===== src/hw/rtl/gkg_pkg.sv =====
// Shared widths, stage numbers, register codes and types of the kernel gradient block.
`timescale 1ns / 1ps
`default_nettype none
package gkg_pkg;

  localparam int MAX_SOURCES = 4;
  localparam int LANES       = MAX_SOURCES;
  localparam int CNT_W       = 3;

  // Number formats along the datapath.
  localparam int SMP_W  = 16;               // Q3.12 source value
  localparam int DIFF_W = SMP_W + 1;        // Q4.12 difference
  localparam int W_W    = 16;               // Q1.14 weight
  localparam int PROD_W = W_W + DIFF_W;     // one lane term of the dot product
  localparam int DOT_W  = 34;               // sum of all lane terms
  localparam int KV_W   = 16;               // Q1.15 kernel entry
  localparam int DK_W   = 50;               // dot times kernel entry
  localparam int S1_SH  = 25;
  localparam int S1_W   = 26;
  localparam int NIS_W  = 24;               // Q7.16 scale
  localparam int S1N_W  = S1_W + NIS_W;
  localparam int S2_SH  = 16;
  localparam int S2_W   = 34;
  localparam int P2_W   = DIFF_W + S2_W;
  localparam int OUT_SH = 12;
  localparam int R_W    = P2_W + 1 - OUT_SH;
  localparam int OUT_W  = 32;

  // Pipeline stage numbers.
  localparam int ST_DIFF = 0;
  localparam int ST_PROD = 1;
  localparam int ST_DOT  = 2;
  localparam int ST_DK   = 3;
  localparam int ST_S1N  = 4;
  localparam int ST_P2   = 5;
  localparam int ST_OUT  = 6;
  localparam int STAGES  = 7;

  // Register port.
  localparam int ADDR_W = 5;
  localparam int DATA_W = 32;

  localparam logic [CNT_W-1:0] SOURCE_COUNT_RST = CNT_W'(MAX_SOURCES);
  localparam logic [NIS_W-1:0] NIS_RST          = 24'hFF0000;

  typedef enum logic [2:0] {
    REG_SOURCE_COUNT     = 3'd0,
    REG_WEIGHT_0         = 3'd1,
    REG_WEIGHT_1         = 3'd2,
    REG_WEIGHT_2         = 3'd3,
    REG_WEIGHT_3         = 3'd4,
    REG_NEG_INV_SIGMA_SQ = 3'd5
  } reg_idx_t;

  typedef struct packed {
    logic [CNT_W-1:0]            source_count;
    logic [LANES-1:0][W_W-1:0]   weight;
    logic [NIS_W-1:0]            neg_inv_sigma_sq;
  } cfg_t;

  typedef struct packed {
    logic [STAGES-1:0] en;
    logic              active;
  } lane_ctl_t;

endpackage
`default_nettype wire


===== src/hw/rtl/gkg_regs.sv =====
// APB register file holding the lane count, weight row and kernel scale.
`timescale 1ns / 1ps
`default_nettype none
module gkg_regs (
  input  logic                          clk,
  input  logic                          rst,
  input  logic                          psel,
  input  logic                          penable,
  input  logic                          pwrite,
  input  logic [gkg_pkg::ADDR_W-1:0]    paddr,
  input  logic [gkg_pkg::DATA_W-1:0]    pwdata,
  output logic [gkg_pkg::DATA_W-1:0]    prdata,
  output gkg_pkg::cfg_t                 cfg
);

  gkg_pkg::reg_idx_t idx;
  logic              wr;

  assign idx = gkg_pkg::reg_idx_t'(paddr[gkg_pkg::ADDR_W-1:2]);
  assign wr  = psel && penable && pwrite;

  always_ff @(posedge clk) begin
    if (rst) begin
      cfg.source_count     <= gkg_pkg::SOURCE_COUNT_RST;
      cfg.weight           <= '0;
      cfg.neg_inv_sigma_sq <= gkg_pkg::NIS_RST;
    end else if (wr) begin
      unique case (idx)
        gkg_pkg::REG_SOURCE_COUNT:
          cfg.source_count <= pwdata[gkg_pkg::CNT_W-1:0];
        gkg_pkg::REG_WEIGHT_0: cfg.weight[0] <= pwdata[gkg_pkg::W_W-1:0];
        gkg_pkg::REG_WEIGHT_1: cfg.weight[1] <= pwdata[gkg_pkg::W_W-1:0];
        gkg_pkg::REG_WEIGHT_2: cfg.weight[2] <= pwdata[gkg_pkg::W_W-1:0];
        gkg_pkg::REG_WEIGHT_3: cfg.weight[3] <= pwdata[gkg_pkg::W_W-1:0];
        gkg_pkg::REG_NEG_INV_SIGMA_SQ:
          cfg.neg_inv_sigma_sq <= pwdata[gkg_pkg::NIS_W-1:0];
        default: ;
      endcase
    end
  end

  always_comb begin
    unique case (idx)
      gkg_pkg::REG_SOURCE_COUNT:
        prdata = gkg_pkg::DATA_W'(cfg.source_count);
      gkg_pkg::REG_WEIGHT_0: prdata = gkg_pkg::DATA_W'($signed(cfg.weight[0]));
      gkg_pkg::REG_WEIGHT_1: prdata = gkg_pkg::DATA_W'($signed(cfg.weight[1]));
      gkg_pkg::REG_WEIGHT_2: prdata = gkg_pkg::DATA_W'($signed(cfg.weight[2]));
      gkg_pkg::REG_WEIGHT_3: prdata = gkg_pkg::DATA_W'($signed(cfg.weight[3]));
      gkg_pkg::REG_NEG_INV_SIGMA_SQ:
        prdata = gkg_pkg::DATA_W'($signed(cfg.neg_inv_sigma_sq));
      default: prdata = '0;
    endcase
  end

endmodule
`default_nettype wire


===== config.mk =====
export PLATFORM = sky130hd
export DESIGN_NAME = gkg_regs
export DESIGN_NICKNAME = d
export VERILOG_FILES = /design/src/hw/rtl/gkg_pkg.sv /design/src/hw/rtl/gkg_regs.sv
export SDC_FILE = /design/constraint.sdc
export NUM_CORES = 1
export LEC_CHECK = 0
export BUFFER_PORTS_ARGS = -buffer_cell sky130_fd_sc_hd__clkbuf_2
export CORE_ASPECT_RATIO = 0.8
export CORE_UTILIZATION = 53
export CTS_CLUSTER_DIAMETER = 30
export DETAILED_ROUTE_END_ITERATION = 10
export PLACE_DENSITY = 0.82
export SYNTH_ARGS = -nofsm -noshare
export SYNTH_HDL_FRONTEND = slang
export SYNTH_SLANG_ARGS = --single-unit
export TNS_END_PERCENT = 50

===== constraint.sdc =====
create_clock -name clk -period 4.8 [get_ports clk]
set_input_delay 0.96 -clock clk [delete_from_list [all_inputs] [get_ports clk]]
set_output_delay 0.96 -clock clk [all_outputs]
set_load 0.02 [all_outputs]

Yosys cells after proc, flatten, opt, wreduce, memory -nomap -nowiden:

Cells that the tools add are included.

* divide/modulo/power cells: 0
* add/sub/neg operators: 0
* eq/ne operators: 5
* multiplexer cells: 1
* shift operators: 0
* multipliers: 0
* bitwise operators: 0
* order comparisons: 0
* reduce and logical (&&, ||, !) cells: 9

Operator list (number)
* $pmux W32 S6: 1
* $reduce_and A2 Y1: 6
* $eq A3 B2 Y1 const B: 2
* $eq A3 B3 Y1 const B: 2
* $eq A3 B1 Y1 const B: 1
* $logic_not A3 Y1: 1
* $logic_and A1 B1 Y1: 2

* logic and storage cells: 21
* memories: 0
* latch bits: 0
* memory bits (read-only): 0
* RAM bits: 0
* bits in registers: 91

Longest topological paths before layout:

* word-level depth: 3
* mapped depth: 7
* depth with buffers taken out: 3

Worst setup path after synthesis:

OpenSTA, ideal clock, no wires.

* kind: input-to-output
* start: input port paddr[3] (netlist name)
* end: output port prdata[24] (netlist name)
* required time: 3.840 ns
* slack: 1.711 ns
* cell stages on the path: 7
* arrival: 2.129 ns
* path buffers: 4
* cell sequence: buf_6 -> nor2b_1 -> buf_2 -> and2_1 -> buf_2 -> a21o_1 -> buf_4

* word-level cells in the longest chain between the ends: 2

Ends and longest elaborated chain
* start, declared: line gkg_regs.sv:10 `input logic [gkg_pkg::ADDR_W-1:0] paddr,`
* $eq A3 B3 Y1 (tied with other cells): line gkg_regs.sv:43 `unique case (idx)`
* $pmux W32 S6 (*): line gkg_regs.sv:43
* end, declared: line gkg_regs.sv:12 `output logic [gkg_pkg::DATA_W-1:0] prdata,`

Every way passes the cells marked *; elsewhere a longest branch is shown, timed or not.

Final worst setup path:

* start: input port paddr[4] (netlist name)
* end: output port prdata[28] (netlist name)

Same word-level chain as after synthesis.

==> impl_metrics.ini <==
[run_status]
status = completed

[clocking]
cts_root_buffer = clkbuf_8
cts_resized = 0
path_clk_slew_ns = 0.09
post_cts_buffers = 0
cts.htree.levels = 3
cts_buffers = 9
cts_hold_buffers = 0
clock_path_buffers = 2
clock_sinks = 91
cts_tree = built
worstSkewPairLatency_ns = 0.36

[power_and_ir_drop]
report.power.total_w = 0.00145
ir_drop_mv = 0.172
seqPwrFrac_pct = 52.6
netSwitchingFraction_pct = 26.8
leakage_nw = 2.39
powerDensity_nw_per_um2 = 274
p_int_w = 0.00106
clockPowerShare_pct = 36.3
comb_power_share_pct = 11.1
p_sw_w = 0.000390

[synth]
ys_warn_count = 0
syn_nets = 551
synth_largest_area_cell = dfxtp_1
synth.area.top_cells = dfxtp_1 41%, mux2i_1 9.6%, a21oi_1 7.2%, nand3_1 7.2%, o21ai_0 6.7%
synth_edf_count = 0
avgSynthCellArea_sq_um = 8.77
synthArstFlopShare_pct = 0
ys_seq_area_share_pct = 40.8
synth_flop_cell = dfxtp_1
syn_inst = 509
ys_ff_latch = 91
synth_area_sq_um = 4470
synthDistinctLibCells = 40
synth_top_area_share_pct = 40.8

[route]
drtIter0Drc = 476
viasPerCell = 6.13
wirelength_microns = 13700
drc = 0
antenna_left = 0
vias = 4504
wl_per_cell_microns = 18.7
drt-pass1-iter-count = 5

[critical_path]
slowest_stage = o221ai_2
crit_fanout = 18
critPathMaxStageDelay_ns = 0.58
rrSetupSlack_ns = 3.96
start_kind = input port
critPathCaptureType = primary output
crit_start = paddr[4]
cp.arrival_ns = 2.77
crit_type = in -> out
cpMostUsedCell = clkbuf_2
crit_chain = clkbuf_2 > nand2b_1 > o221ai_2 > a21o_1 > clkbuf_2
reg2reg_from = cfg[17]
crit_required_ns = 3.84

[hold_path]
hold_path_class = reg -> reg
min_from = cfg[13]

[global_route]
grt_use_total_pct = 30.9
grt_pass1_wl_microns = 21300
antenna_found_initial = 0
grt_overflow = 0
grt_max_degree = 64
grt_pass1_vias = 4016

[timing]
setup_violations = 0
hold_viol = 0
setup_tns_ns = 0
finalMaxSlewViolations = 0
fin_crit_ns = 3.73
rsz0062_at_grt = no
worstMarginPinSlew_ns = 0.941
fmax_mhz = 268
finalCritPeriodShare_pct = 77.6
relSlewSlack_pct = 37.1
skew_ns = 0

[layout]
multi_input_area_sq_um = 2290
finalNetCount = 664
regMostFlops = cfg
layout-drive-gt1-share_pct = 30.8
final_cells = 735
nFillCells = 696
register_area_sq_um = 1820
diodes = 0
largest_register_ffs = 91
reg_top3 = cfg: 91 flops
area_growth_pct = 18.8

[floorplan]
die_h_microns = 84.1
num_rows = 29
core-area_sq_um = 8060
die_w_microns = 105
initial_core_util_pct = 55.4
die_area_sq_um = 8800
ios = 165

[job]
cap_violations = 0

[place]
dpl.cell_count = 719
port_buffers = 154
place_hpwl_microns = 9340
place_congestion = 0.895
worst max-delay path, delay by kind of cell:
family / cells / cell delay (ns)
compound gates: 2 / 0.84
simple gates: 1 / 0.48
buf+inv: 2 / 0.47
layout by cell type (no fill, tap or decap), drive strengths merged, types with 2 or more instances in the layout:
| cell type | synthesis | layout |
|---|---|---|
| buf | 41 | 11 |
| mux2 | 4 | 4 |
| o221ai | 2 | 2 |
| nor2b | 3 | 3 |
| a21oi | 64 | 64 |
| a21boi | 8 | 8 |
| a221oi | 3 | 3 |
| dfxtp | 91 | 91 |
| o22ai | 10 | 10 |
| nor2 | 5 | 5 |
| clkinv | 0 | 4 |
| mux2i | 43 | 43 |
| nand2 | 3 | 3 |
| a21o | 17 | 17 |
| nand3 | 64 | 64 |
| o21ai | 65 | 65 |
| clkbuf | 21 | 163 |
| mux4 | 2 | 2 |
| nand2b | 38 | 38 |
| a211o | 9 | 9 |
| o21a | 3 | 3 |
| inv | 2 | 2 |
kinds of logic (layout without fill, tap and decap cells):
group | after synthesis | count (layout) | share of synthesized area [%]
multiplexers | 49 | 49 | 11.7
flip-flops | 91 | 91 | 40.8
buffers and inverters | 64 | 182 | 7.96
AO/OA/AOI/OAI | 182 | 182 | 23.7
AND/OR/NAND/NOR | 123 | 123 | 15.9
metal layers:
metal | part of all wire [%] | track usage, % | up-vias
met5 | 0 | 0 | -
met4 | 1.8 | 9.22 | 0
met3 | 11 | 8.35 | 21
met2 | 44 | 43.7 | 258
met1 | 43 | 45.5 | 2178
li1 | - | - | 2047
area by class of cell:
type                    count  area share [%]
flip-flops and latches     91            34.3
clock buffers              10            2.59
multi-input cells         354            43.2
repair buffers            164            15.9
inverters                   2           0.141
well taps                 108            2.55
clock inverters             6            1.23
final timing paths:
kind,end,depth (start not counted)
max reg2reg,cfg[17],2
min reg2reg,cfg[13],2
max,prdata[28],5
min,cfg[13],2
cells in the mapped netlist (4+ instances only):
master,n
dfxtp_1,91
a21oi_1,64
nand3_1,64
o21ai_0,60
mux2i_1,43
nand2b_1,38
buf_2,23
clkbuf_1,18
a21o_1,17
buf_4,14
o22ai_1,10
a211o_1,9
a21boi_1,8
o21ai_1,5
buf_6,4
through the flow:
step                      utilization (%)  setup WS (ns)  hold slack (ns)  area (sq um)
final                                65.9           1.07            0.498          5310
after global routing                 65.9          0.935            0.515          5310
after CTS                            65.9           1.08            0.495          5310
after detailed placement             63.4           1.09            0.483          5100
after global placement               63.4           1.14            0.473          5100
after floorplan                         -           1.71            0.555          4470
power groups by stage:
stage | combinational [W] | sequential, W | clock [W]
finish | 0.000161 | 0.000765 | 0.000529
global route | 0.000169 | 0.000766 | 0.000566
CTS | 0.000158 | 0.000765 | 0.000534
detailed placement | 0.000158 | 0.000782 | 0
global placement | 0.000154 | 0.000782 | 0
floorplan | 0.000101 | 0.000789 | 0
No activity file was read; power rests on OpenSTA's default activity.
