**src/hw/rtl/gkg_pkg.sv**
```systemverilog
// Shared widths, stage numbers, register codes and types of the kernel gradient block.
`timescale 1ns / 1ps
`default_nettype none
package gkg_pkg;

  localparam int MAX_SOURCES = 4;
  localparam int LANES       = MAX_SOURCES;
  localparam int CNT_W       = 3;

  // Number formats along the datapath.
  localparam int SMP_W  = 16;               // Q3.12 source value
  localparam int DIFF_W = SMP_W + 1;        // Q4.12 difference
  localparam int W_W    = 16;               // Q1.14 weight
  localparam int PROD_W = W_W + DIFF_W;     // one lane term of the dot product
  localparam int DOT_W  = 34;               // sum of all lane terms
  localparam int KV_W   = 16;               // Q1.15 kernel entry
  localparam int DK_W   = 50;               // dot times kernel entry
  localparam int S1_SH  = 25;
  localparam int S1_W   = 26;
  localparam int NIS_W  = 24;               // Q7.16 scale
  localparam int S1N_W  = S1_W + NIS_W;
  localparam int S2_SH  = 16;
  localparam int S2_W   = 34;
  localparam int P2_W   = DIFF_W + S2_W;
  localparam int OUT_SH = 12;
  localparam int R_W    = P2_W + 1 - OUT_SH;
  localparam int OUT_W  = 32;

  // Pipeline stage numbers.
  localparam int ST_DIFF = 0;
  localparam int ST_PROD = 1;
  localparam int ST_DOT  = 2;
  localparam int ST_DK   = 3;
  localparam int ST_S1N  = 4;
  localparam int ST_P2   = 5;
  localparam int ST_OUT  = 6;
  localparam int STAGES  = 7;

  // Register port.
  localparam int ADDR_W = 5;
  localparam int DATA_W = 32;

  localparam logic [CNT_W-1:0] SOURCE_COUNT_RST = CNT_W'(MAX_SOURCES);
  localparam logic [NIS_W-1:0] NIS_RST          = 24'hFF0000;

  typedef enum logic [2:0] {
    REG_SOURCE_COUNT     = 3'd0,
    REG_WEIGHT_0         = 3'd1,
    REG_WEIGHT_1         = 3'd2,
    REG_WEIGHT_2         = 3'd3,
    REG_WEIGHT_3         = 3'd4,
    REG_NEG_INV_SIGMA_SQ = 3'd5
  } reg_idx_t;

  typedef struct packed {
    logic [CNT_W-1:0]            source_count;
    logic [LANES-1:0][W_W-1:0]   weight;
    logic [NIS_W-1:0]            neg_inv_sigma_sq;
  } cfg_t;

  typedef struct packed {
    logic [STAGES-1:0] en;
    logic              active;
  } lane_ctl_t;

endpackage
`default_nettype wire

```
**src/hw/rtl/gkg_merge.sv**
```systemverilog
// Merging stage: sums the lane terms and forms the shared scalar.
`timescale 1ns / 1ps
`default_nettype none
module gkg_merge (
  input  logic                                clk,
  input  logic [gkg_pkg::STAGES-1:0]          en,
  input  logic signed [gkg_pkg::PROD_W-1:0]   prod [gkg_pkg::LANES],
  input  logic [gkg_pkg::KV_W-1:0]            kernel_value,
  input  logic signed [gkg_pkg::NIS_W-1:0]    neg_inv_sigma_sq,
  output logic signed [gkg_pkg::S2_W-1:0]     s2
);

  logic [gkg_pkg::KV_W-1:0]            kq [gkg_pkg::ST_DOT+1];
  logic signed [gkg_pkg::DOT_W-1:0]    dot;
  logic signed [gkg_pkg::DOT_W-1:0]    dot_next;
  logic signed [gkg_pkg::DK_W:0]       dk_full;
  logic signed [gkg_pkg::DK_W-1:0]     dk;
  logic        [gkg_pkg::DK_W:0]       s1_sum;
  logic signed [gkg_pkg::S1_W-1:0]     s1;
  logic signed [gkg_pkg::S1N_W-1:0]    s1n;
  logic signed [gkg_pkg::S1N_W-1:0]    s1n_next;
  logic        [gkg_pkg::S1N_W:0]      s2_sum;

  always_comb begin
    dot_next = '0;
    for (int i = 0; i < gkg_pkg::LANES; i++) begin
      dot_next = dot_next + gkg_pkg::DOT_W'(prod[i]);
    end
  end

  assign dk_full = (gkg_pkg::DK_W+1)'(dot)
                 * $signed({{(gkg_pkg::DK_W-gkg_pkg::KV_W){1'b0}}, kq[gkg_pkg::ST_DOT]});

  // Both scalar roundings add half an output step before dropping bits.
  assign s1_sum   = {dk[gkg_pkg::DK_W-1], dk}
                  + ((gkg_pkg::DK_W+1)'(1) << (gkg_pkg::S1_SH - 1));
  assign s1       = s1_sum[gkg_pkg::S1_SH+gkg_pkg::S1_W-1:gkg_pkg::S1_SH];
  assign s1n_next = gkg_pkg::S1N_W'(s1) * gkg_pkg::S1N_W'(neg_inv_sigma_sq);
  assign s2_sum   = {s1n[gkg_pkg::S1N_W-1], s1n}
                  + ((gkg_pkg::S1N_W+1)'(1) << (gkg_pkg::S2_SH - 1));
  assign s2       = s2_sum[gkg_pkg::S2_SH+gkg_pkg::S2_W-1:gkg_pkg::S2_SH];

  always_ff @(posedge clk) begin
    if (en[gkg_pkg::ST_DIFF]) begin
      kq[gkg_pkg::ST_DIFF] <= kernel_value;
    end
    for (int k = gkg_pkg::ST_DIFF + 1; k <= gkg_pkg::ST_DOT; k++) begin
      if (en[k]) begin
        kq[k] <= kq[k-1];
      end
    end
    if (en[gkg_pkg::ST_DOT]) begin
      dot <= dot_next;
    end
    if (en[gkg_pkg::ST_DK]) begin
      dk <= dk_full[gkg_pkg::DK_W-1:0];
    end
    if (en[gkg_pkg::ST_S1N]) begin
      s1n <= s1n_next;
    end
  end

endmodule
`default_nettype wire

```
**config.mk**
```make
export PLATFORM = sky130hd
export DESIGN_NAME = gkg_merge
export DESIGN_NICKNAME = d
export VERILOG_FILES = /design/src/hw/rtl/gkg_pkg.sv /design/src/hw/rtl/gkg_merge.sv
export SDC_FILE = /design/constraint.sdc
export NUM_CORES = 2
export LEC_CHECK = 0
export BUFFER_PORTS_ARGS = -buffer_cell sky130_fd_sc_hd__buf_2
export CAP_MARGIN = 20
export CORE_MARGIN = 2
export CORE_UTILIZATION = 59
export DETAILED_ROUTE_END_ITERATION = 8
export PLACE_DENSITY = 0.83
export SLEW_MARGIN = 15
export SYNTH_ARGS = -nofsm -noshare
export SYNTH_HDL_FRONTEND = slang
export SYNTH_SLANG_ARGS = --single-unit
```
**constraint.sdc**
```tcl
create_clock -name clk -period 8.15 [get_ports clk]
set_clock_uncertainty 0.1 [all_clocks]
set_input_delay 1.63 -clock clk [delete_from_list [all_inputs] [get_ports clk]]
set_output_delay 1.63 -clock clk [all_outputs]
set_load 0.01 [all_outputs]
```
# Word-level counts from Yosys, hierarchy flattened
# Memories as Yosys holds them, arrays and structs flattened.
# Index checks and enable logic that the tools add are counted.
[totals] elab_cells=17 latch_bits=0 out_inout_bits=34 ramBits=48 n_memories=1 reg_bits=134 rom_bits=0 input_bits=180
[classes] n_shift=0 order_cmp=0 eq_ne=0 reduce_logical=0 mul=2 n_addsub=5 mux=6 bitwise_logic=0 div=0
[memory_table] name="kq" words=3 width=16 read_ports=3 rd_clocked_by_memory_dff=0 write_ports=3 line_no="gkg_merge.sv:13" text="logic [gkg_pkg::KV_W-1:0] kq [gkg_pkg::ST_DOT+1];"
[ops] op="adder 34 x 33 -> 34 bit" count=2
[ops] op="adder 50 x 26 -> 51 bit, second input constant" count=1
[ops] op="adder 50 x 17 -> 50 bit, second input constant" count=1
[ops] op="multiplier 26 x 24 -> 50 bit" count=1
[ops] op="multiplier 34 x 17 -> 50 bit" count=1
[ops] op="adder 33 x 33 -> 34 bit" count=1
[ops] op="2-to-1 mux 1 bit" count=6

# Logic depth before layout (Yosys ltp)
[logic_depth] ltp_word=3 mapped_depth=34

# Worst setup path after synthesis
# OpenSTA, ideal clock, no wires.
[synth_path] path_kind="in2reg" startpoint="input neg_inv_sigma_sq[0] (netlist bit)" endpoint="register s1n[47] (netlist bit), data pin" path_buffers=1 setup_ns=0.259 path_stages=23 t_required_ns=7.791 setup_slack_ns=-0.009 t_arrival_ns=7.800 cell_sequence="clkbuf_1 > and2_1 > fa_1 > inv_1 > fa_1 > fa_1 > inv_1 > fa_1 > inv_1 > fa_1 > inv_1 > fa_1 > fa_1 > ha_1 > o21ai_0 > o22a_1 > o2111a_1 > a311oi_2 > o21ai_1 > o311ai_2 > a41o_1 > a41oi_1 > xnor2_1"
[synth_between] elab_chain_len=1
[synth_lines] element="start, declared" line_no="gkg_merge.sv:9" text="input logic signed [gkg_pkg::NIS_W-1:0] neg_inv_sigma_sq,"
[synth_lines] element="multiplier 26 x 24 -> 50 bit" line_no="gkg_merge.sv:38" text="assign s1n_next = gkg_pkg::S1N_W'(s1) * gkg_pkg::S1N_W'(neg_inv_sigma_sq);"
[synth_lines] element="named net s1n_next (one bit)" line_no="gkg_merge.sv:21" text="logic signed [gkg_pkg::S1N_W-1:0] s1n_next;"
[synth_lines] element="end signal, assigned" line_no="gkg_merge.sv:59" text="s1n <= s1n_next;"
[synth_lines] element="end, declared" line_no="gkg_merge.sv:20" text="logic signed [gkg_pkg::S1N_W-1:0] s1n;"
# The timed path passes the listed nets, and every way through them passes these cells.
# A chain may end at the register's enable or synchronous reset.

# Worst setup path after layout
[layout_path] startpoint="register dk[35] (netlist bit)" endpoint="register s1n[47] (netlist bit), data pin"
[layout_between] elab_chain_len=2
[layout_lines] element="start, declared" line_no="gkg_merge.sv:17" text="logic signed [gkg_pkg::DK_W-1:0] dk;"
[layout_lines] element="start signal, assigned" line_no="gkg_merge.sv:56" text="dk <= dk_full[gkg_pkg::DK_W-1:0];"
[layout_lines] element="adder 50 x 26 -> 51 bit" line_no="gkg_merge.sv:36" text="+ ((gkg_pkg::DK_W+1)'(1) << (gkg_pkg::S1_SH - 1));"
[layout_lines] element="multiplier 26 x 24 -> 50 bit" line_no="gkg_merge.sv:38"
[layout_lines] element="named net s1n_next (one bit)" line_no="gkg_merge.sv:21"
# The timed path passes the listed nets, and every way through them passes these cells.

==> metrics.txt <==
port bufs=211; R2R depth=29; share of flip-flops with an asynchronous set or reset=0%; critical path class=register to register; final period utilization=101%; antenna-violating nets left=0; hold depth=0; Global Route Usage Sum=28.7%; Max Clk Rate=122 MHz; met1 Usage GRT=35.3%; Routed wire per std cell=18.3 um; Inst Count DP=6332; synthesized area per cell=9.68 sq um; Startpoint Class=register; vias in the first global route=39671; DRC Markers=0; drt first-iter violations=2924; CTS H-Tree Depth=4; CTS tree=done; Std-Cell Rows=104; WP data arrival=8.35 ns; post-synthesis instance total=4998; RR Endpoint=s1n[47]$_DFFE_PP_; initial antenna violation count=10; Max Root-Sink Buffers=2; status=finished, violations left; Num CTS Buffers=17; clk_lat worst skew=0.52 ns; Top Usage Layer GRT=met2; core area=80800 sq um; GRT overflow=0; RSZ-0062 raised after global routing=yes; NumNets Final=7003; Area Growth Syn to Fin=10.5%; RR Startpoint=dk[35]$_DFFE_PP_; Final min period=8.19 ns; CP Capture Type=register; CP required=8.30 ns; met3 GRT Util=6.33%; share of layout cells above drive strength 1=12.2%; Initial Utilization=59.9%; RePlAce Congestion=0.936; die area=84300 sq um; mapped cell area=48400 sq um; Hold-fix buffers, CTS=0; final hold violation count=0; commonest non-fill, non-tap cell in the layout=inv_1; slew margin rel.=26.6%; Final setup viols=3; setup slack, reg-to-reg=-0.04 ns; Die Y-Extent=290 um; cell mode on critical path=fa_1; most frequent cells in the layout=1225 x inv_1, 1215 x fa_1, 676 x nand2_1, 525 x and2_1, 277 x ha_1; Hold Crit Start=kq[0][10]$_DFFE_PP_; post-synthesis register bit count=143; largest net degree at the start of global routing=51; class of the most critical hold timing path=register to register; DRT Pass-1 Iters=7; clock sink total=143; Worst Hold End=kq[0][26]$_DFFE_PP_; first-pass GRT wire length=193000 um; biggest area consumer among synthesized cells=fa_1; Synthesized Nets=6689; Final WS setup=-0.0442 ns; HPWL after DPL=95800 um; fin. max-slew vios=0; Post-synth EDFFs=143; die width=290 um; Critical-path top delay cell=fa_1; root buf cell=clkbuf_16; slowest cell delay on critical path=0.54 ns; ranking of synthesized cells by area=fa_1 51%, inv_1 9.6%, edfxtp_1 8.9%, ha_1 7.4%, and2_1 6.8%; YS warnings=0; max cap viols=0; clock slew at reported path FFs=0.09 ns; Primary FF master, synth=edfxtp_1; Cell variety after synth=74; met2 usage=49.4%; Slew @ Worst Pin=1.10 ns; top cell type's share of synthesized area=50.7%; final WL=117000 um; failing checks=setup timing; vias per cell=5.53; io pins=214; fin cells=6393; post-synthesis sequential area ratio=8.88%; vias post-DR=35328; worst-path fanout max=5
stage by stage:
stage | hold WS (ns) | TNS, ns | utilization [%] | setup slack (ns) | area (sq um)
2_1_floorplan | 0.300 | 0 | - | 0.0183 | 48400
3_3_place_gp | 0.301 | -5.43 | 64.5 | -0.477 | 52100
3_5_place_dp | 0.305 | -7.89 | 64.5 | -0.659 | 52100
4_1_cts | 0.305 | 0 | 65.4 | 0.0245 | 52900
5_1_grt | 0.316 | -2.41 | 66.1 | -0.269 | 53400
6_report | 0.306 | -0.0907 | 66.1 | -0.0442 | 53400
registers in the layout, summed over array words and instances (netlist names):
register,cells
dk,26
dot,34
kq,48
s1n,35
worst max-delay path, delay by kind of cell (launching register included):
family                   cells  cell delay, ns
AO/OA/AOI/OAI                7            1.90
XOR/XNOR                     2            0.22
adder cells (fa/ha/maj)      8            3.85
buffers and inverters        6            0.49
flip-flops                   1            0.36
AND/OR/NAND/NOR              6            1.00
timing repair:
action,in CTS,in global routing
resized for setup,25,92
setup buffers,5,15
pin swaps,16,86
setup endpoints to repair,12,21
gates cloned,0,1
logic make-up (layout without fill, tap and decap cells):
| family | Yosys count | count (layout) | share of synthesized area (%) |
|---|---|---|---|
| other cells | 0 | 8 | 0 |
| flops | 143 | 143 | 8.88 |
| mux | 3 | 3 | 0.0647 |
| buf+inv | 1435 | 1762 | 11.2 |
| fa+ha+maj | 1511 | 1511 | 58.1 |
| simple gates | 1474 | 1474 | 15.0 |
| xor+xnor | 165 | 165 | 3.00 |
| compound gates | 267 | 267 | 3.80 |
Yosys cell counts, drive strengths merged (3+ instances only):
cell type,n
o21bai,7
inv,1233
clkbuf,200
ha,285
a21boi,3
a221o,4
a211o,3
edfxtp,143
and3,20
or4,3
nand3,43
o311ai,5
a31o,3
a31oi,9
a21oi,76
a41oi,4
or3,5
a211oi,10
nand2b,11
a41o,3
a2111oi,4
xnor2,120
o211a,3
nor3b,4
o21ai,42
and2,528
a311oi,3
xor2,45
nor2,97
o31ai,5
and4,7
nor3,18
a221oi,3
a21o,48
nor2b,9
or2,9
o211ai,6
o21a,11
fa,1226
nand4,28
nand2,681
metal layers:
metal	share of wire (%)	up-vias
li1	-	15265
met2	49	1900
met5	0.013	-
met4	4.2	4
met1	36	17764
met3	10	395
worst max-delay path by stage:
| stage | startpoint | endpoint | slack, ns | cells after the start |
|---|---|---|---|---|
| floorplan | neg_inv_sigma_sq[0] | s1n[47]$_DFFE_PP_ | 0.02 | 23 |
| global placement | neg_inv_sigma_sq[0] | s1n[44]$_DFFE_PP_ | -0.48 | 24 |
| detailed placement | neg_inv_sigma_sq[7] | s1n[48]$_DFFE_PP_ | -0.66 | 24 |
| CTS | dk[24]$_DFFE_PP_ | s1n[44]$_DFFE_PP_ | 0.02 | 31 |
| global route | dk[25]$_DFFE_PP_ | s1n[47]$_DFFE_PP_ | -0.27 | 30 |
| finish | dk[35]$_DFFE_PP_ | s1n[47]$_DFFE_PP_ | -0.04 | 29 |
area by class of cell:
cell class / instances / area [sq um]
fillers: 5785 / 27400
clock inverters: 15 / 188
repair buffers: 497 / 3310
well taps: 1060 / 1330
inverters: 1233 / 4630
multi-input cells: 3420 / 39200
clock buffers: 17 / 425
diodes: 8 / 20.0
flip-flops and latches: 143 / 4290
Power is left out: the tool's default activity adds up to more than one toggle a clock period on the data nets, which glitch-free logic cannot reach.
