## src/hw/rtl/gkg_pkg.sv

```systemverilog
// Shared widths, stage numbers, register codes and types of the kernel gradient block.
`timescale 1ns / 1ps
`default_nettype none
package gkg_pkg;

  localparam int MAX_SOURCES = 4;
  localparam int LANES       = MAX_SOURCES;
  localparam int CNT_W       = 3;

  // Number formats along the datapath.
  localparam int SMP_W  = 16;               // Q3.12 source value
  localparam int DIFF_W = SMP_W + 1;        // Q4.12 difference
  localparam int W_W    = 16;               // Q1.14 weight
  localparam int PROD_W = W_W + DIFF_W;     // one lane term of the dot product
  localparam int DOT_W  = 34;               // sum of all lane terms
  localparam int KV_W   = 16;               // Q1.15 kernel entry
  localparam int DK_W   = 50;               // dot times kernel entry
  localparam int S1_SH  = 25;
  localparam int S1_W   = 26;
  localparam int NIS_W  = 24;               // Q7.16 scale
  localparam int S1N_W  = S1_W + NIS_W;
  localparam int S2_SH  = 16;
  localparam int S2_W   = 34;
  localparam int P2_W   = DIFF_W + S2_W;
  localparam int OUT_SH = 12;
  localparam int R_W    = P2_W + 1 - OUT_SH;
  localparam int OUT_W  = 32;

  // Pipeline stage numbers.
  localparam int ST_DIFF = 0;
  localparam int ST_PROD = 1;
  localparam int ST_DOT  = 2;
  localparam int ST_DK   = 3;
  localparam int ST_S1N  = 4;
  localparam int ST_P2   = 5;
  localparam int ST_OUT  = 6;
  localparam int STAGES  = 7;

  // Register port.
  localparam int ADDR_W = 5;
  localparam int DATA_W = 32;

  localparam logic [CNT_W-1:0] SOURCE_COUNT_RST = CNT_W'(MAX_SOURCES);
  localparam logic [NIS_W-1:0] NIS_RST          = 24'hFF0000;

  typedef enum logic [2:0] {
    REG_SOURCE_COUNT     = 3'd0,
    REG_WEIGHT_0         = 3'd1,
    REG_WEIGHT_1         = 3'd2,
    REG_WEIGHT_2         = 3'd3,
    REG_WEIGHT_3         = 3'd4,
    REG_NEG_INV_SIGMA_SQ = 3'd5
  } reg_idx_t;

  typedef struct packed {
    logic [CNT_W-1:0]            source_count;
    logic [LANES-1:0][W_W-1:0]   weight;
    logic [NIS_W-1:0]            neg_inv_sigma_sq;
  } cfg_t;

  typedef struct packed {
    logic [STAGES-1:0] en;
    logic              active;
  } lane_ctl_t;

endpackage
`default_nettype wire

```

## src/hw/rtl/gkg_lane.sv

```systemverilog
// One source lane: difference, weighted term, final scaling with saturation.
`timescale 1ns / 1ps
`default_nettype none
module gkg_lane (
  input  logic                                clk,
  input  gkg_pkg::lane_ctl_t                  ctl,
  input  logic signed [gkg_pkg::SMP_W-1:0]    sample,
  input  logic signed [gkg_pkg::SMP_W-1:0]    pivot,
  input  logic signed [gkg_pkg::W_W-1:0]      weight,
  input  logic signed [gkg_pkg::S2_W-1:0]     s2,
  output logic signed [gkg_pkg::PROD_W-1:0]   prod,
  output logic signed [gkg_pkg::OUT_W-1:0]    deriv,
  output logic                                sat
);

  // The difference travels alongside the shared scalar until it is needed again.
  logic signed [gkg_pkg::DIFF_W-1:0] diffq [gkg_pkg::ST_S1N+1];
  logic signed [gkg_pkg::DIFF_W-1:0] diff_next;
  logic signed [gkg_pkg::PROD_W-1:0] prod_next;
  logic signed [gkg_pkg::P2_W-1:0]   p2;
  logic signed [gkg_pkg::P2_W-1:0]   p2_next;
  logic        [gkg_pkg::P2_W:0]     rsum;
  logic        [gkg_pkg::R_W-1:0]    r;
  logic                              ovf;
  logic signed [gkg_pkg::OUT_W-1:0]  deriv_next;

  assign diff_next = gkg_pkg::DIFF_W'(sample) - gkg_pkg::DIFF_W'(pivot);
  assign prod_next = ctl.active ?
                     gkg_pkg::PROD_W'(weight) * gkg_pkg::PROD_W'(diffq[gkg_pkg::ST_DIFF]) : '0;
  assign p2_next   = gkg_pkg::P2_W'(diffq[gkg_pkg::ST_S1N]) * gkg_pkg::P2_W'(s2);

  // Round half up, then check that the result fits in 32 bits.
  assign rsum = {p2[gkg_pkg::P2_W-1], p2}
              + ((gkg_pkg::P2_W+1)'(1) << (gkg_pkg::OUT_SH - 1));
  assign r    = rsum[gkg_pkg::P2_W:gkg_pkg::OUT_SH];
  assign ovf  = !((&r[gkg_pkg::R_W-1:gkg_pkg::OUT_W-1]) ||
                  !(|r[gkg_pkg::R_W-1:gkg_pkg::OUT_W-1]));

  always_comb begin
    if (!ctl.active) begin
      deriv_next = '0;
    end else if (!ovf) begin
      deriv_next = r[gkg_pkg::OUT_W-1:0];
    end else if (r[gkg_pkg::R_W-1]) begin
      deriv_next = {1'b1, {(gkg_pkg::OUT_W-1){1'b0}}};
    end else begin
      deriv_next = {1'b0, {(gkg_pkg::OUT_W-1){1'b1}}};
    end
  end

  always_ff @(posedge clk) begin
    if (ctl.en[gkg_pkg::ST_DIFF]) begin
      diffq[gkg_pkg::ST_DIFF] <= diff_next;
    end
    for (int k = gkg_pkg::ST_DIFF + 1; k <= gkg_pkg::ST_S1N; k++) begin
      if (ctl.en[k]) begin
        diffq[k] <= diffq[k-1];
      end
    end
    if (ctl.en[gkg_pkg::ST_PROD]) begin
      prod <= prod_next;
    end
    if (ctl.en[gkg_pkg::ST_P2]) begin
      p2 <= p2_next;
    end
    if (ctl.en[gkg_pkg::ST_OUT]) begin
      deriv <= deriv_next;
      sat   <= ctl.active && ovf;
    end
  end

endmodule
`default_nettype wire

```

## config.mk

```make
export PLATFORM = sky130hd
export DESIGN_NAME = gkg_lane
export DESIGN_NICKNAME = d
export VERILOG_FILES = /design/src/hw/rtl/gkg_pkg.sv /design/src/hw/rtl/gkg_lane.sv
export SDC_FILE = /design/constraint.sdc
export NUM_CORES = 2
export LEC_CHECK = 0
export ABC_CLOCK_PERIOD_IN_PS = 22700
export BUFFER_PORTS_ARGS = -buffer_cell sky130_fd_sc_hd__buf_2
export CAP_MARGIN = 20
export CORE_ASPECT_RATIO = 1.5
export CORE_UTILIZATION = 40
export DETAILED_ROUTE_END_ITERATION = 12
export GPL_TIMING_DRIVEN = 1
export PLACE_DENSITY = 0.55
export SYNTH_ARGS = -nofsm -noshare
export SYNTH_HDL_FRONTEND = slang
export SYNTH_SLANG_ARGS = --single-unit
```

## constraint.sdc

```tcl
create_clock -name clk -period 22.7 [get_ports clk]
set_input_delay 4.54 -clock clk [delete_from_list [all_inputs] [get_ports clk]]
set_output_delay 4.54 -clock clk [all_outputs]
set_load 0.03 [all_outputs]
```

=== Yosys cells after proc, flatten, opt, wreduce, memory -nomap -nowiden ===
Memory sizes are Yosys's and may differ from the RTL's.
Index checks and enable logic that the tools add are counted.

* Logic and storage cells: 27
* Output and inout port bits: 66
* Memories kept: 1
* Register bits after elaboration: 117
* RAM bits: 85
* Input port bits: 91

{| class="wikitable"
|+ Memories
! memory !! words !! bits a word !! rd ports !! clocked after Yosys merged registers in !! wr ports !! line !! text
|-
| diffq || 5 || 17 || 5 || 0 || 5 || gkg_lane.sv:17 || <nowiki>logic signed [gkg_pkg::DIFF_W-1:0] diffq [gkg_pkg::ST_S1N+1];</nowiki>
|}

* Reductions and logical operators: 6
* Add/subtract/negate cells: 2
* Muxes and demuxes: 12
* $mul: 2

{| class="wikitable"
|+ Operators by type and width
! operator !! number
|-
| 32-bit two-way mux || 2
|-
| 51-bit by 13-bit adder with 52-bit output, second input constant || 1
|-
| 17-bit by 34-bit multiplier with 51-bit output || 1
|-
| 16-bit by 17-bit multiplier with 33-bit output || 1
|-
| 16-bit by 16-bit subtractor with 17-bit output || 1
|-
| 1-bit two-way mux || 10
|-
| 9-bit AND reduction || 1
|-
| 9-bit OR reduction || 1
|-
| 1-bit logical NOT || 2
|-
| 1-bit logical AND || 1
|-
| 1-bit logical OR || 1
|}

=== Depth between registers and ports, before layout ===
* Depth after elaboration: 6
* Gate-level depth with buffers: 26
* Gate-level depth less buffers: 24

=== Worst setup path before layout ===
OpenSTA, ideal clock, no wires.

* Kind: input -> register
* Start: in weight[4] (netlist bit)
* End: reg prod[24] (netlist bit) (data pin)
* Data required time: 22.434 ns
* Path slack: 12.298 ns
* Arrival: 10.136 ns
* Path buffers: 2
* Stages: 23
* Setup time: 0.266 ns
* Cell sequence: clkbuf_1 clkbuf_1 nand2_1 fa_1 inv_1 fa_1 inv_1 fa_1 fa_1 inv_1 fa_1 inv_1 fa_1 inv_1 ha_1 a21o_1 a21o_1 a211o_1 o2111ai_1 nand2b_1 a311oi_1 xor2_1 nor2_1

* Longest elaborated chain between the ends: 1

{| class="wikitable"
|+ Ends and longest elaborated chain
! what !! line !! text
|-
| from (decl) || gkg_lane.sv:9 || <nowiki>input logic signed [gkg_pkg::W_W-1:0] weight,</nowiki>
|-
| 16-bit by 17-bit multiplier with 33-bit output || gkg_lane.sv:29 || <nowiki>gkg_pkg::PROD_W'(weight) * gkg_pkg::PROD_W'(diffq[gkg_pkg::ST_DIFF]) : '0;</nowiki>
|-
| to (signal assigned) || gkg_lane.sv:61 || <nowiki>prod <= prod_next;</nowiki>
|-
| to (decl) || gkg_lane.sv:11 || <nowiki>output logic signed [gkg_pkg::PROD_W-1:0] prod,</nowiki>
|}

No other way between the ends.
A chain may end at the register's enable or synchronous reset.

=== Worst setup path after layout ===
* Start: in weight[15] (netlist bit)
* End: reg prod[31] (netlist bit) (data pin)

The elaborated chain is that of the path after synthesis.

==> results by group <==
Outcome
  – Status: finished clean

Worst setup path
  – Worst path max stage delay: 0.53 ns
  – Worst Path Buf+Inv: 4
  – Crit-path cells: buf_2, inv_1, nor2_1, fa_1, fa_1, fa_1, inv_1, fa_1, fa_1, fa_1, inv_1, ha_1, a21o_1, a21o_1, a21oi_1, nand2_1, o211ai_1, a21boi_0, o31ai_1, mux2i_1, o311ai_0
  – Crit Path Class: primary input to flop
  – Reg2Reg Setup Slack: 15.60 ns
  – CP top delay family: adder cells
  – Most frequent cell on the critical path: fa_1
  – Setup crit end kind: flop
  – Crit Path Max Fanout: 11
  – Slowest CP cell: fa_1
  – Crit start category: primary input
  – Crit path DAT: 10.82 ns
  – Worst path required time: 22.95 ns

Placed design
  – Routability cong.: 0.861
  – Post-DP HPWL: 77.9 mm
  – Buffers added on ports: 156
  – Placed insts: 4963

Cells and area
  – Final core utilization: 0.431
  – Fillers: 9050
  – Post-Layout Cell Count: 4999
  – Area Overhead vs Synth: 6.62%
  – Layout cells sized above 1: 0.0652
  – Nets: 4943
  – Commonest cells after routing, fill and taps aside: inv_1 (907), fa_1 (827), nand2_1 (504), and2_1 (358), ha_1 (216)
  – Commonest non-fill, non-tap cell in the layout: inv_1
  – Multi-input gate area: 0.0274 mm2
  – Seq. cell area: 0.00574 mm2

Drt
  – 1st-iter DRT viols: 869
  – Final ANT Viol Nets: 0
  – Vias per std cell: 5.00
  – WL final: 96.2 mm
  – Vias: 25000
  – DR pass1 iterations: 5
  – DR WL/cell: 19.2 um
  – # DRC: 0

Floorplan
  – Initial Util: 0.404
  – Die width: 251 um
  – Row cnt: 136
  – Die extent in y: 375 um
  – Core region area: 0.0917 mm2
  – Ports: 157
  – DIE AREA: 0.0939 mm2

Clock network
  – Depth of the CTS H-tree: 4
  – Clock transition at path regs: 0.08 ns
  – Number of hold buffers added after CTS: 0
  – Root Driver: clkbuf_16
  – TritonCTS clock tree: yes
  – Clock sinks: 191
  – Clock Path Buffers: 2
  – CTS Buf Count: 17
  – CTS resizes: 0
  – Post CTS Setup Buffer Count: 0
  – Clock latency on the worst-skew pair: 0.51 ns

Timing
  – Final Hold Fails: 0
  – Unrepaired setup endpoints after global routing: false
  – Setup Viol. Count Final: 0
  – F_max: 0.0946 GHz
  – Worst-case clock skew: 0.0195 ns
  – Tightest Pin Transition: 0.923 ns
  – Min Tclk post-route: 10.57 ns
  – Final Cycle Share: 0.466
  – Slew HR: 0.380
  – Pins over their slew limit: 0
  – Setup TNS Final: 0 ns

Logic synthesis
  – Post-synth EDFFs: 191
  – Post-synthesis sequential area ratio: 0.155
  – #FFs+latches synth: 191
  – Post-Synth XOR/XNOR Area: 0.0305
  – Simple logic cell fraction of the synthesized area: 0.143
  – Cell count after synthesis: 3747
  – Synthesized area: 0.0371 mm2
  – Adder-cell share of the synthesized area: 0.519
  – Synth warn: 0
  – Netlist cell types: 65
  – Largest family of logic cells by synthesized area: adder cells
  – Syn Area/Cell: 9.89 um2
  – Primary FF master, synth: edfxtp_1
  – Mux contribution to synthesized area: 0.000270
  – Compound-Gate Fraction of Synth Area: 0.0457
  – Post-Syn Nets: 4881
  – Post-synthesis async set-or-reset flop share: 0

Global routing
  – GRT overflow: 0
  – Initial antenna violation count: 9
  – Largest net degree at the start of global routing: 51
  – Vias in the first global route: 29200
  – First-pass GRT wire length: 157 mm
  – Tot GR Track Use: 0.221

Min path
  – Hold WC Path Type: flop to flop

Flow run
  – Max-Cap Viols: 0
-- state kept, by name, summed over array words and instances, names as in the netlist --
name	count
prod	33
p2	40
sat	1
diffq	85
deriv	32
-- routing by layer --
metal,share of wire,track usage,up-vias
met1,0.34,0.218,13000
met3,0.032,0.0291,233
li1,-,-,11200
met2,0.56,0.430,506
met4,0.066,0.134,8
met5,0.00037,0,-
-- through the flow --
stage	hold slack (ns)	setup WS (ns)	area, um2
floorplan	0.400	12.30	37100
global placement	0.400	11.61	39000
detailed placement	0.405	11.59	39000
CTS	0.422	12.15	39500
global route	0.426	11.87	39500
finish	0.420	12.13	39500
-- path summary, 6_finish.rpt --
check,startpoint,end,cells after the start
setup / recovery,weight[15],prod[31],21
hold / removal,diffq[0][66],diffq[0][83],0
setup reg to reg,diffq[0][9],prod[31],20
hold reg to reg,diffq[0][66],diffq[0][83],0
-- area by class of cell --
cell class,instances,share of cell area
Clock inverter,13,0.00307
Inverter,908,0.0862
Multi-Input combinational cell,2509,0.693
Sequential cell,191,0.145
Antenna cell,5,0.000317
Clock buffer,18,0.0109
Timing Repair Buffer,182,0.0247
Tap cell,1173,0.0371
-- logic make-up (layout without fill, tap and decap cells) --
kind of cell | after synthesis | after routing
compound gates | 254 | 254
xor+xnor | 129 | 129
fa+ha+maj | 1043 | 1043
buf+inv | 1047 | 1121
flops | 191 | 191
mux | 1 | 1
other cells | 0 | 5
simple gates | 1082 | 1082
-- Yosys cell counts (4+ instances only) --
| cell | n | share of area |
|---|---|---|
| inv_1 | 907 | 0.092 |
| fa_1 | 827 | 0.45 |
| nand2_1 | 504 | 0.051 |
| and2_1 | 358 | 0.060 |
| ha_1 | 216 | 0.073 |
| edfxtp_1 | 191 | 0.15 |
| clkbuf_1 | 131 | 0.013 |
| nor2_1 | 97 | 0.0098 |
| xnor2_1 | 76 | 0.018 |
| a21oi_1 | 70 | 0.0095 |
| xor2_1 | 53 | 0.013 |
| o21ai_0 | 39 | 0.0053 |
| a21o_1 | 32 | 0.0065 |
| nand3_1 | 23 | 0.0031 |
| o21ai_2 | 22 | 0.0052 |
| and3_1 | 21 | 0.0035 |
| nand2b_1 | 18 | 0.0030 |
| a31oi_1 | 14 | 0.0024 |
| nor3_1 | 11 | 0.0015 |
| o21bai_1 | 11 | 0.0022 |
| nand4_1 | 10 | 0.0017 |
| nor2b_1 | 9 | 0.0015 |
| o211ai_1 | 8 | 0.0016 |
| o21a_1 | 8 | 0.0016 |
| a211oi_1 | 7 | 0.0014 |
| o21ai_1 | 7 | 0.00094 |
| o31ai_1 | 7 | 0.0014 |
| and4_1 | 6 | 0.0014 |
| a211o_1 | 4 | 0.00094 |
| a21boi_0 | 4 | 0.00081 |
| buf_2 | 4 | 0.00054 |
| nor3b_1 | 4 | 0.00081 |
| o2111ai_1 | 4 | 0.00094 |
| or2_2 | 4 | 0.00067 |
-- worst register-to-register path, cell delays in order, from the launching register on --
cell and delay (ns):
edfxtp_1 0.95, nand2_1 0.19, fa_1 0.58, inv_1 0.06, fa_1 0.53, inv_1 0.05, fa_1 0.50, inv_1 0.04
ha_1 0.30, fa_1 0.49, inv_1 0.05, fa_1 0.47, inv_1 0.04, ha_1 0.32, a31oi_1 0.44, a21oi_1 0.34
o211ai_1 0.49, a21boi_0 0.26, o31ai_1 0.39, mux2i_1 0.23, o311ai_0 0.14
Power is not shown: default switching activity piles up to over one toggle a cycle in this logic, so the estimate is an artifact.
